**config.mk**
```make
export PLATFORM = sky130hd
export DESIGN_NAME = integer_to_ascii_radix_top
export DESIGN_NICKNAME = d
export VERILOG_FILES = /design/src/hw/rtl/itar_pkg.sv /design/src/hw/rtl/itar_ram.sv /design/src/hw/rtl/integer_to_ascii_radix_top.sv
export SDC_FILE = /design/constraint.sdc
export NUM_CORES = 1
export LEC_CHECK = 0
export BUFFER_PORTS_ARGS = -buffer_cell sky130_fd_sc_hd__buf_2
export CAP_MARGIN = 15
export CORE_ASPECT_RATIO = 1.2
export CORE_MARGIN = 8
export CORE_UTILIZATION = 46
export DETAILED_ROUTE_END_ITERATION = 16
export HOLD_SLACK_MARGIN = 0.06
export PLACE_DENSITY = 0.63
export SLEW_MARGIN = 0
export SYNTH_ARGS = -nofsm -noshare
export SYNTH_HDL_FRONTEND = slang
export SYNTH_SLANG_ARGS = --single-unit
export TNS_END_PERCENT = 20
```
**constraint.sdc**
```tcl
create_clock -name clk -period 10.4 [get_ports clk]
set_clock_uncertainty 0.2 [all_clocks]
set_input_delay 1.56 -clock clk [delete_from_list [all_inputs] [get_ports clk]]
set_output_delay 1.56 -clock clk [all_outputs]
set_load 0.01 [all_outputs]
```
**src/hw/rtl/itar_pkg.sv**
```systemverilog
`timescale 1ns / 1ps

package itar_pkg;

    localparam int VALUE_WIDTH = 64;
    localparam int CNT_W       = $clog2(VALUE_WIDTH);
    localparam int RADIX_W     = 6;
    localparam int DIGIT_W     = 6;
    localparam int CHAR_W      = 7;

    localparam logic [RADIX_W-1:0] RADIX_MIN   = 6'd2;
    localparam logic [RADIX_W-1:0] RADIX_MAX   = 6'd36;
    localparam logic [RADIX_W-1:0] RADIX_DEC   = 6'd10;
    localparam logic [DIGIT_W-1:0] DIGIT_MAX_DEC = 6'd9;
    localparam logic [CHAR_W-1:0]  DIGIT_LETTER_OFS = 7'd10;

    localparam logic [CHAR_W-1:0] CHAR_ZERO  = 7'h30;
    localparam logic [CHAR_W-1:0] CHAR_A     = 7'h61;
    localparam logic [CHAR_W-1:0] CHAR_MINUS = 7'h2d;

    typedef enum logic [5:0] {
        S_IDLE = 6'b000001,
        S_DIV  = 6'b000010,
        S_SIGN = 6'b000100,
        S_RD   = 6'b001000,
        S_LOAD = 6'b010000,
        S_OUT  = 6'b100000
    } state_t;

    function automatic logic [CHAR_W-1:0] digit_char(input logic [DIGIT_W-1:0] d);
        logic [CHAR_W-1:0] dx;
        dx = {1'b0, d};
        if (d > DIGIT_MAX_DEC)
            return CHAR_A + dx - DIGIT_LETTER_OFS;
        return CHAR_ZERO + dx;
    endfunction

endpackage

```
**src/hw/rtl/itar_ram.sv**
```systemverilog
`timescale 1ns / 1ps

module itar_ram #(
    parameter int WIDTH = 8,
    parameter int DEPTH = 64
) (
    input  logic                     clk,
    input  logic                     wr_en,
    input  logic [$clog2(DEPTH)-1:0] wr_addr,
    input  logic [WIDTH-1:0]         wr_data,
    input  logic [$clog2(DEPTH)-1:0] rd_addr,
    output logic [WIDTH-1:0]         rd_data
);

    logic [WIDTH-1:0] mem [DEPTH];
    logic [WIDTH-1:0] rd_data_reg;

    always_ff @(posedge clk)
    begin
        if (wr_en)
        begin
            mem[wr_addr] <= wr_data;
        end
        rd_data_reg <= mem[rd_addr];
    end

    assign rd_data = rd_data_reg;

endmodule

```
**src/hw/rtl/integer_to_ascii_radix_top.sv**
```systemverilog
`timescale 1ns / 1ps

// Converts one VALUE_WIDTH-bit number per input transaction into its ASCII digits in base
// 2..36 (out-of-range bases clamp to 2 or 36), most significant first, last set on the
// final character; signed base-10 negatives get a leading '-'. One number at a time:
// in_stall is high from acceptance until the last character is taken. A bit-serial
// restoring divider produces one digit per division pass, least significant
// first, into a small digit RAM; the digits are then read back in reverse, each through
// the states S_RD (RAM read), S_LOAD (character register) and S_OUT, after an S_SIGN
// step that emits the '-' for a negative number.
module integer_to_ascii_radix_top (
    input  logic                              clk,
    input  logic                              rst_n,
    input  logic                              in_valid,
    output logic                              in_stall,
    input  logic [63:0]                       value,
    input  logic [itar_pkg::RADIX_W-1:0]      radix,
    input  logic                              is_signed,
    output logic                              out_valid,
    input  logic                              out_stall,
    output logic [itar_pkg::CHAR_W-1:0]       character,
    output logic                              last
);

    localparam int VW = itar_pkg::VALUE_WIDTH;

    itar_pkg::state_t state_reg, state_next;

    logic [VW-1:0]                     quot_reg, quot_next;
    logic [itar_pkg::DIGIT_W-1:0]      rem_reg, rem_next;
    logic [itar_pkg::RADIX_W-1:0]      base_reg, base_next;
    logic                              neg_reg, neg_next;
    logic [itar_pkg::CNT_W-1:0]        bit_cnt_reg, bit_cnt_next;
    logic [itar_pkg::CNT_W-1:0]        dig_cnt_reg, dig_cnt_next;
    logic [itar_pkg::CNT_W-1:0]        idx_reg, idx_next;
    logic [itar_pkg::CHAR_W-1:0]       char_reg, char_next;
    logic                              last_reg, last_next;

    logic                              in_xact;
    logic                              out_xact;
    logic [itar_pkg::RADIX_W-1:0]      base_clamp;
    logic [VW-1:0]                     in_val;
    logic                              in_neg;
    logic [itar_pkg::DIGIT_W:0]        trial;
    logic [itar_pkg::DIGIT_W:0]        diff;
    logic                              ge;
    logic [itar_pkg::DIGIT_W-1:0]      rem_new;
    logic [VW-1:0]                     quot_new;
    logic                              ram_wr;
    logic [itar_pkg::DIGIT_W-1:0]      ram_rd_data;

    assign in_xact  = in_valid && !in_stall;
    assign out_xact = out_valid && !out_stall;

    always_comb
    begin
        priority if (radix < itar_pkg::RADIX_MIN)
            base_clamp = itar_pkg::RADIX_MIN;
        else if (radix > itar_pkg::RADIX_MAX)
            base_clamp = itar_pkg::RADIX_MAX;
        else
            base_clamp = radix;
    end

    assign in_val = value[VW-1:0];
    assign in_neg = is_signed && (base_clamp == itar_pkg::RADIX_DEC) && in_val[VW-1];

    // one quotient bit per cycle
    assign trial    = {rem_reg, quot_reg[VW-1]};
    assign ge       = trial >= {1'b0, base_reg};
    assign diff     = trial - {1'b0, base_reg};
    assign rem_new  = ge ? diff[itar_pkg::DIGIT_W-1:0] : trial[itar_pkg::DIGIT_W-1:0];
    assign quot_new = {quot_reg[VW-2:0], ge};
    assign ram_wr   = (state_reg == itar_pkg::S_DIV) && (bit_cnt_reg == '0);

    always_comb
    begin
        state_next   = state_reg;
        quot_next    = quot_reg;
        rem_next     = rem_reg;
        base_next    = base_reg;
        neg_next     = neg_reg;
        bit_cnt_next = bit_cnt_reg;
        dig_cnt_next = dig_cnt_reg;
        idx_next     = idx_reg;
        char_next    = char_reg;
        last_next    = last_reg;
        unique case (state_reg)
            itar_pkg::S_IDLE:
            begin
                if (in_xact)
                begin
                    quot_next    = in_neg ? (~in_val + 1'b1) : in_val;
                    rem_next     = '0;
                    base_next    = base_clamp;
                    neg_next     = in_neg;
                    bit_cnt_next = itar_pkg::CNT_W'(VW - 1);
                    dig_cnt_next = '0;
                    state_next   = itar_pkg::S_DIV;
                end
            end
            itar_pkg::S_DIV:
            begin
                quot_next    = quot_new;
                rem_next     = rem_new;
                bit_cnt_next = bit_cnt_reg - 1'b1;
                if (bit_cnt_reg == '0)
                begin
                    // digit done: restart on the quotient or start emitting
                    rem_next     = '0;
                    bit_cnt_next = itar_pkg::CNT_W'(VW - 1);
                    dig_cnt_next = dig_cnt_reg + 1'b1;
                    if (quot_new == '0)
                    begin
                        idx_next   = dig_cnt_reg;
                        state_next = neg_reg ? itar_pkg::S_SIGN : itar_pkg::S_RD;
                    end
                end
            end
            itar_pkg::S_SIGN:
            begin
                char_next  = itar_pkg::CHAR_MINUS;
                last_next  = 1'b0;
                state_next = itar_pkg::S_OUT;
            end
            itar_pkg::S_RD:
            begin
                state_next = itar_pkg::S_LOAD;
            end
            itar_pkg::S_LOAD:
            begin
                char_next  = itar_pkg::digit_char(ram_rd_data);
                last_next  = (idx_reg == '0);
                idx_next   = idx_reg - 1'b1;
                state_next = itar_pkg::S_OUT;
            end
            itar_pkg::S_OUT:
            begin
                if (out_xact)
                begin
                    state_next = last_reg ? itar_pkg::S_IDLE : itar_pkg::S_RD;
                end
            end
            default:
            begin
                state_next = itar_pkg::S_IDLE;
            end
        endcase
    end

    always_ff @(posedge clk or negedge rst_n)
    begin
        if (!rst_n)
        begin
            state_reg <= itar_pkg::S_IDLE;
        end
        else
        begin
            state_reg <= state_next;
        end
    end

    always_ff @(posedge clk)
    begin
        quot_reg    <= quot_next;
        rem_reg     <= rem_next;
        base_reg    <= base_next;
        neg_reg     <= neg_next;
        bit_cnt_reg <= bit_cnt_next;
        dig_cnt_reg <= dig_cnt_next;
        idx_reg     <= idx_next;
        char_reg    <= char_next;
        last_reg    <= last_next;
    end

    itar_ram #(
        .WIDTH (itar_pkg::DIGIT_W),
        .DEPTH (VW)
    ) u_digit_ram (
        .clk     (clk),
        .wr_en   (ram_wr),
        .wr_addr (dig_cnt_reg),
        .wr_data (rem_new),
        .rd_addr (idx_reg),
        .rd_data (ram_rd_data)
    );

    assign in_stall  = (state_reg != itar_pkg::S_IDLE);
    assign out_valid = (state_reg == itar_pkg::S_OUT);
    assign character = char_reg;
    assign last      = last_reg;

    a_accept_starts_div: assert property (@(posedge clk) disable iff (!rst_n)
        in_xact |=> (state_reg == itar_pkg::S_DIV))
        else $error("accepted transaction did not start division");

    a_rem_below_base: assert property (@(posedge clk) disable iff (!rst_n)
        (state_reg == itar_pkg::S_DIV) |-> (rem_reg < base_reg))
        else $error("partial remainder not below base");

    a_base_in_range: assert property (@(posedge clk) disable iff (!rst_n)
        (state_reg == itar_pkg::S_DIV) |->
            (base_reg >= itar_pkg::RADIX_MIN && base_reg <= itar_pkg::RADIX_MAX))
        else $error("base out of range");

    a_sign_not_last: assert property (@(posedge clk) disable iff (!rst_n)
        (out_valid && character == itar_pkg::CHAR_MINUS) |-> !last)
        else $error("minus sign marked as last character");

    a_last_returns_idle: assert property (@(posedge clk) disable iff (!rst_n)
        (out_xact && last) |=> (state_reg == itar_pkg::S_IDLE))
        else $error("did not return to idle after last character");

endmodule

```
## Word level (Yosys, flattened, before mapping)

Memory sizes are Yosys's and may differ from the RTL's. A register that Yosys moved wholly into a read port is not among the register bits.
Cells that the tools add are included.

- Add/sub/neg operators: 8
- $mul: 0
- Divide/modulo/power cells: 0
- $lt $le $gt $ge: 4
- Equality and inequality tests: 12
- Shifts and indexed selects: 0
- Multiplexer cells: 32
- Bitwise operators: 1
- Reduce and logical (&&, ||, !) cells: 19

Operators with widths:

| operator | count |
|---|---|
| 64-bit two-way mux | 2 |
| 64-bit case mux with 2 select lines | 1 |
| 6-bit two-way mux | 14 |
| 64-bit by 1-bit adder with 64-bit output, second input constant | 1 |
| 64-bit zero test | 1 |
| 64-bit inverter | 1 |
| 6-bit case mux with 2 select lines | 4 |
| 6-bit case mux with 5 select lines | 1 |
| 7-bit two-way mux | 2 |
| 7-bit case mux with 2 select lines | 1 |
| 6-bit by 4-bit == test with 1-bit output, second input constant | 2 |
| 6-bit zero test | 2 |
| 6-bit by 1-bit subtractor with 6-bit output, second input constant | 2 |
| 4-bit two-way mux | 2 |
| 6-bit by 6-bit adder with 7-bit output, first input constant | 1 |
| 7-bit by 6-bit adder with 7-bit output, first input constant | 1 |
| 7-bit by 6-bit greater-or-equal comparator with 1-bit output | 1 |
| 7-bit by 4-bit subtractor with 7-bit output, second input constant | 1 |
| 6-bit by 1-bit adder with 6-bit output, second input constant | 1 |
| 6-bit by 1-bit == test with 1-bit output, second input constant | 1 |
| 6-bit by 2-bit == test with 1-bit output, second input constant | 1 |
| 6-bit by 3-bit == test with 1-bit output, second input constant | 1 |
| 6-bit by 5-bit == test with 1-bit output, second input constant | 1 |
| 6-bit == test, second input constant | 1 |
| 16 further kinds | 30 |

- Bits in registers: 109
- Latch bits: 0
- Bits in writable memories: 384
- Bits in read-only memories: 0
- Memories kept: 1

Memories:

| name | depth | bits a word | read ports | clocked after Yosys merged registers in | write ports | line | RTL |
|---|---|---|---|---|---|---|---|
| u_digit_ram.mem | 64 | 6 | 1 | 1 | 1 | itar_ram.sv:15 | `logic [WIDTH-1:0] mem [DEPTH];` |

## Logic depth before layout (Yosys ltp)

- Depth after elaboration: 9
- Gate-level depth with buffers: 9

## Cells and area by module

A second synthesis with hierarchy kept.

- Cells, all modules: 1,437
- Area, all modules: 22,008.6 µm²

Modules (own cells, without submodules):

| module | instances | cells an instance | area each (µm²) |
|---|---|---|---|
| itar_ram | 1 | 720 | 15,225.9 |
| integer_to_ascii_radix_top | 1 | 717 | 6,782.8 |

## Worst setup path after synthesis

No wires, ideal clock.

- Path type: register -> register
- Start point: register rem_reg[1] (netlist bit)
- End point: memory u_digit_ram.mem[0][5] (netlist bit), data pin
- Library setup time: 727 ps
- Data arrival time: 4,216 ps
- Data required time: 9,473 ps
- Path slack: 5,257 ps
- Cell stages (with the launch flop): 8
- Path buffers: 1
- Cells stage by stage: edfxtp_1 > ha_1 > o21a_1 > o31a_1 > o211ai_1 > and2_1 > buf_2 > o31ai_1

- Cells in the longest elaborated chain, start to end: 2
- Elaborated cells on any way between the ends: 3
- Those cells by class: 1 x add/sub; 1 x order compare; 1 x mux

RTL lines:

| element | line | RTL |
|---|---|---|
| start: declaration | integer_to_ascii_radix_top.sv:30 | `logic [itar_pkg::DIGIT_W-1:0] rem_reg, rem_next;` |
| start signal: assignment | integer_to_ascii_radix_top.sv:166 | `rem_reg <= rem_next;` |
| 6-bit subtractor / 7-bit by 6-bit greater-or-equal comparator with 1-bit output (equally long branches) | integer_to_ascii_radix_top.sv:71, integer_to_ascii_radix_top.sv:70 |  |
| 6-bit two-way mux (*) | integer_to_ascii_radix_top.sv:72 | `assign rem_new = ge ? diff[itar_pkg::DIGIT_W-1:0] : trial[itar_pkg::DIGIT_W-1:0];` |
| via rem_new, one bit | integer_to_ascii_radix_top.sv:47 | `logic [itar_pkg::DIGIT_W-1:0] rem_new;` |
| end: declaration | itar_ram.sv:15 |  |

Mark *: on every way through the listed nets, which the timed path passes. The rest lies on a longest branch.

==> out/qor.yml <==
run_status:
  status: "completed"
synthesis:
  syn_area_per_cell_sq_um: 15.3
  synth_cells: 1424
  syn_area_sq_mm: 0.0218
  synth_edf_count: 487
  synth_fp_nets: 1516
  synth_flop_cell: "edfxtp_1"
  ys_async_sr_fraction_pct: 1.20
  ys_seq_area_share_pct: 68.4
  synth_cell_types: 62
  ys_ff_latch: 499
  yosys_warnings: 0
clock_tree:
  cts_buffers: 50
  clkTransAtPathRegs_ns: 0.06
  cts-htree-levels: 2
  post_cts_buffers: 0
  cts_resized: 0
  cts_tree: "yes"
  ctsHoldBuffers: 0
  clock_sinks: 499
  clk_latency_ns: 0.58
  ctsLongestPathBuffers: 3
  cts_root_buffer: "clkbuf_16"
timing:
  setup_viol: 0
  max_clock_freq_mhz: 238
  rsz0062_at_grt: "no"
  report.final.slew_viol_count: 0
  timing.hold.ws_ns: 0.331
  relSlewSlack_pct: 25.5
  hold_violations: 0
  setup_ws_ns: 6.20
  finalCriticalPeriod_ns: 4.20
  worstMarginPinSlew_ns: 1.11
  period_share_pct: 40.4
  setup_tns_ns: 0
route:
  drt_wl_total_um: 49300
  drc: 0
  routedWlPerCell_um: 22.8
  vias: 12500
  ant_nets: 0
  routed_via_density: 5.76
  drtIter0Drc: 979
  first_pass_iters: 5
layout:
  layout_common_cells: "edfxtp_1 (487), nor2_1 (165), mux4_2 (96)"
  largest_reg_flops: 384
  drive_gt1_share_pct: 19.4
  final_util_pct: 52.1
  nets: 1596
  synthToLayoutAreaGrowth_pct: 12.2
  final_common_cell: "edfxtp_1"
  diodes: 0
setup_path:
  crit_start: "idx_reg[0]"
  regToRegSetupSlack_ns: 6.20
  cp.required_ns: 10.64
  r2r_cells: 6
  crit_path_start_kind: "register"
  end_kind: "register"
  path_class: "reg -> reg"
  worstReg2RegStart: "idx_reg[0]"
  worst-path-max-fanout: 54
  reg2reg_to: "u_digit_ram.rd_data[5]"
  cp.arrival_ns: 4.44
global_routing:
  grt_pass1_wl_um: 76500
  overflow: 0
  grt_antenna_before_repair: 1
  grtUsageTotal_pct: 18.1
  grt_pass1_vias: 12900
  grt_max_degree: 97
pwr:
  p_leak_nw: 7.97
  p_comb_share_pct: 1.3
  ir_worst_vdd_mv: 0.135
  p_per_area_mw_per_mm2: 163
  switchingPower_uw: 772
  p_int_mw: 3.20
  power.share.clock_pct: 44.0
  pwr-share-seq_pct: 54.7
  switching_share_pct: 19.4
placement:
  pre_cts_slack_ns: 5.99
  gp_congestion: 0.823
  portBuffers: 84
  dp_hpwl_um: 32700
die:
  core_sq_mm: 0.0469
  die_h_um: 254
  die-area_sq_mm: 0.0546
  num_io_pins: 85
  start_util_pct: 46.4
  die_width_um: 215
  num_rows: 87
worst_hold_path:
  hold_depth: 2
  worstHoldPathType: "reg -> reg"
  min_to: "state_reg[2]"
  hold_path.startpoint: "neg_reg"
job:
  drv_cap: 0
power by group through the flow:
stage	registers, mW	logic, mW	clock network [mW]
finish	2.17	0.0520	1.75
detailed placement	2.21	0.0515	0
floorplan	2.21	0.0195	0
global route	2.17	0.0567	1.85
global placement	2.21	0.0508	0
CTS	2.17	0.0517	1.78
how the worst max path moves through the flow:
stage	to	cells past startpoint
4_1_cts	u_digit_ram.rd_data[5]	6
6_report	u_digit_ram.rd_data[5]	6
2_1_floorplan	u_digit_ram.mem[0][5]	7
3_5_place_dp	u_digit_ram.rd_data[5]	6
5_1_grt	u_digit_ram.rd_data[4]	6
3_3_place_gp	u_digit_ram.rd_data[5]	6
critical path: stages (launching register included):
cell and delay [ns]:
edfxtp_1 1.01, buf_4 0.90, buf_4 0.65, mux4_2 0.59, a22o_1 0.26, a221oi_1 0.25
o221ai_1 0.16
synthesized netlist by cell type (all sizes together), types with 2 or more instances:
master	number	area share (%)
and4	2	0.080
dfrtp	5	0.57
nand4	8	0.33
and3	4	0.11
nand3b	8	0.28
nand2b	16	0.46
or3	10	0.29
mux2	2	0.10
mux4	96	9.9
dfxtp	6	0.55
o22ai	24	0.69
nand3	17	0.39
nor3	40	0.97
a22o	12	0.48
o211ai	2	0.069
nor3b	4	0.14
a211oi	3	0.10
nor2	166	2.9
o221ai	6	0.24
a31oi	18	0.52
a221oi	12	0.48
ha	16	0.92
xnor2	65	2.6
nor4	32	1.2
o21ai	36	0.83
and2	11	0.32
or3b	3	0.12
o31ai	5	0.17
and4b	2	0.092
nor2b	9	0.26
edfxtp	487	67
buf	28	0.60
clkbuf	44	0.76
o21a	4	0.14
nand2	66	1.1
xor2	11	0.44
or2	8	0.23
inv	33	0.57
a21oi	88	2.0
area by class of cell:
class	instances	area, sq um
Sequential cell	499	14900
Clock inverter	26	208
Clock buffer	67	1380
Tap cell	623	779
Inverter	33	124
Fill cell	3849	22500
Timing Repair Buffer	100	541
Multi-Input combinational cell	820	6510
per-stage QoR:
stage | instances | total power, mW | instance area (sq um)
global route | 2168 | 4.08 | 24400
detailed placement | 2075 | 2.27 | 22800
CTS | 2168 | 4.01 | 24400
floorplan | 1424 | 2.23 | 21800
global placement | 2075 | 2.27 | 22800
finish | 2168 | 3.97 | 24400
cells by family (layout without fill, tap and decap cells):
kind of cell | Yosys count | after routing | share of synthesized area (%)
DFF | 499 | 499 | 68.4
and+or+nand+nor | 411 | 411 | 9.51
AOI/OAI and AO/OA | 217 | 217 | 6.02
buffers and inverters | 105 | 226 | 1.93
muxes | 99 | 99 | 10.1
xor gates and xnor gates | 76 | 76 | 3.06
adders and majority gates | 17 | 17 | 1.01
layer usage:
layer	track usage, %	wire (um)	vias up
met5	0	10	-
met4	5.04	1130	2
met3	3.23	2900	75
met2	31.7	25300	391
met1	23.0	20000	6308
li1	-	-	5707
Note: power is estimated with default switching activity, not from simulation.
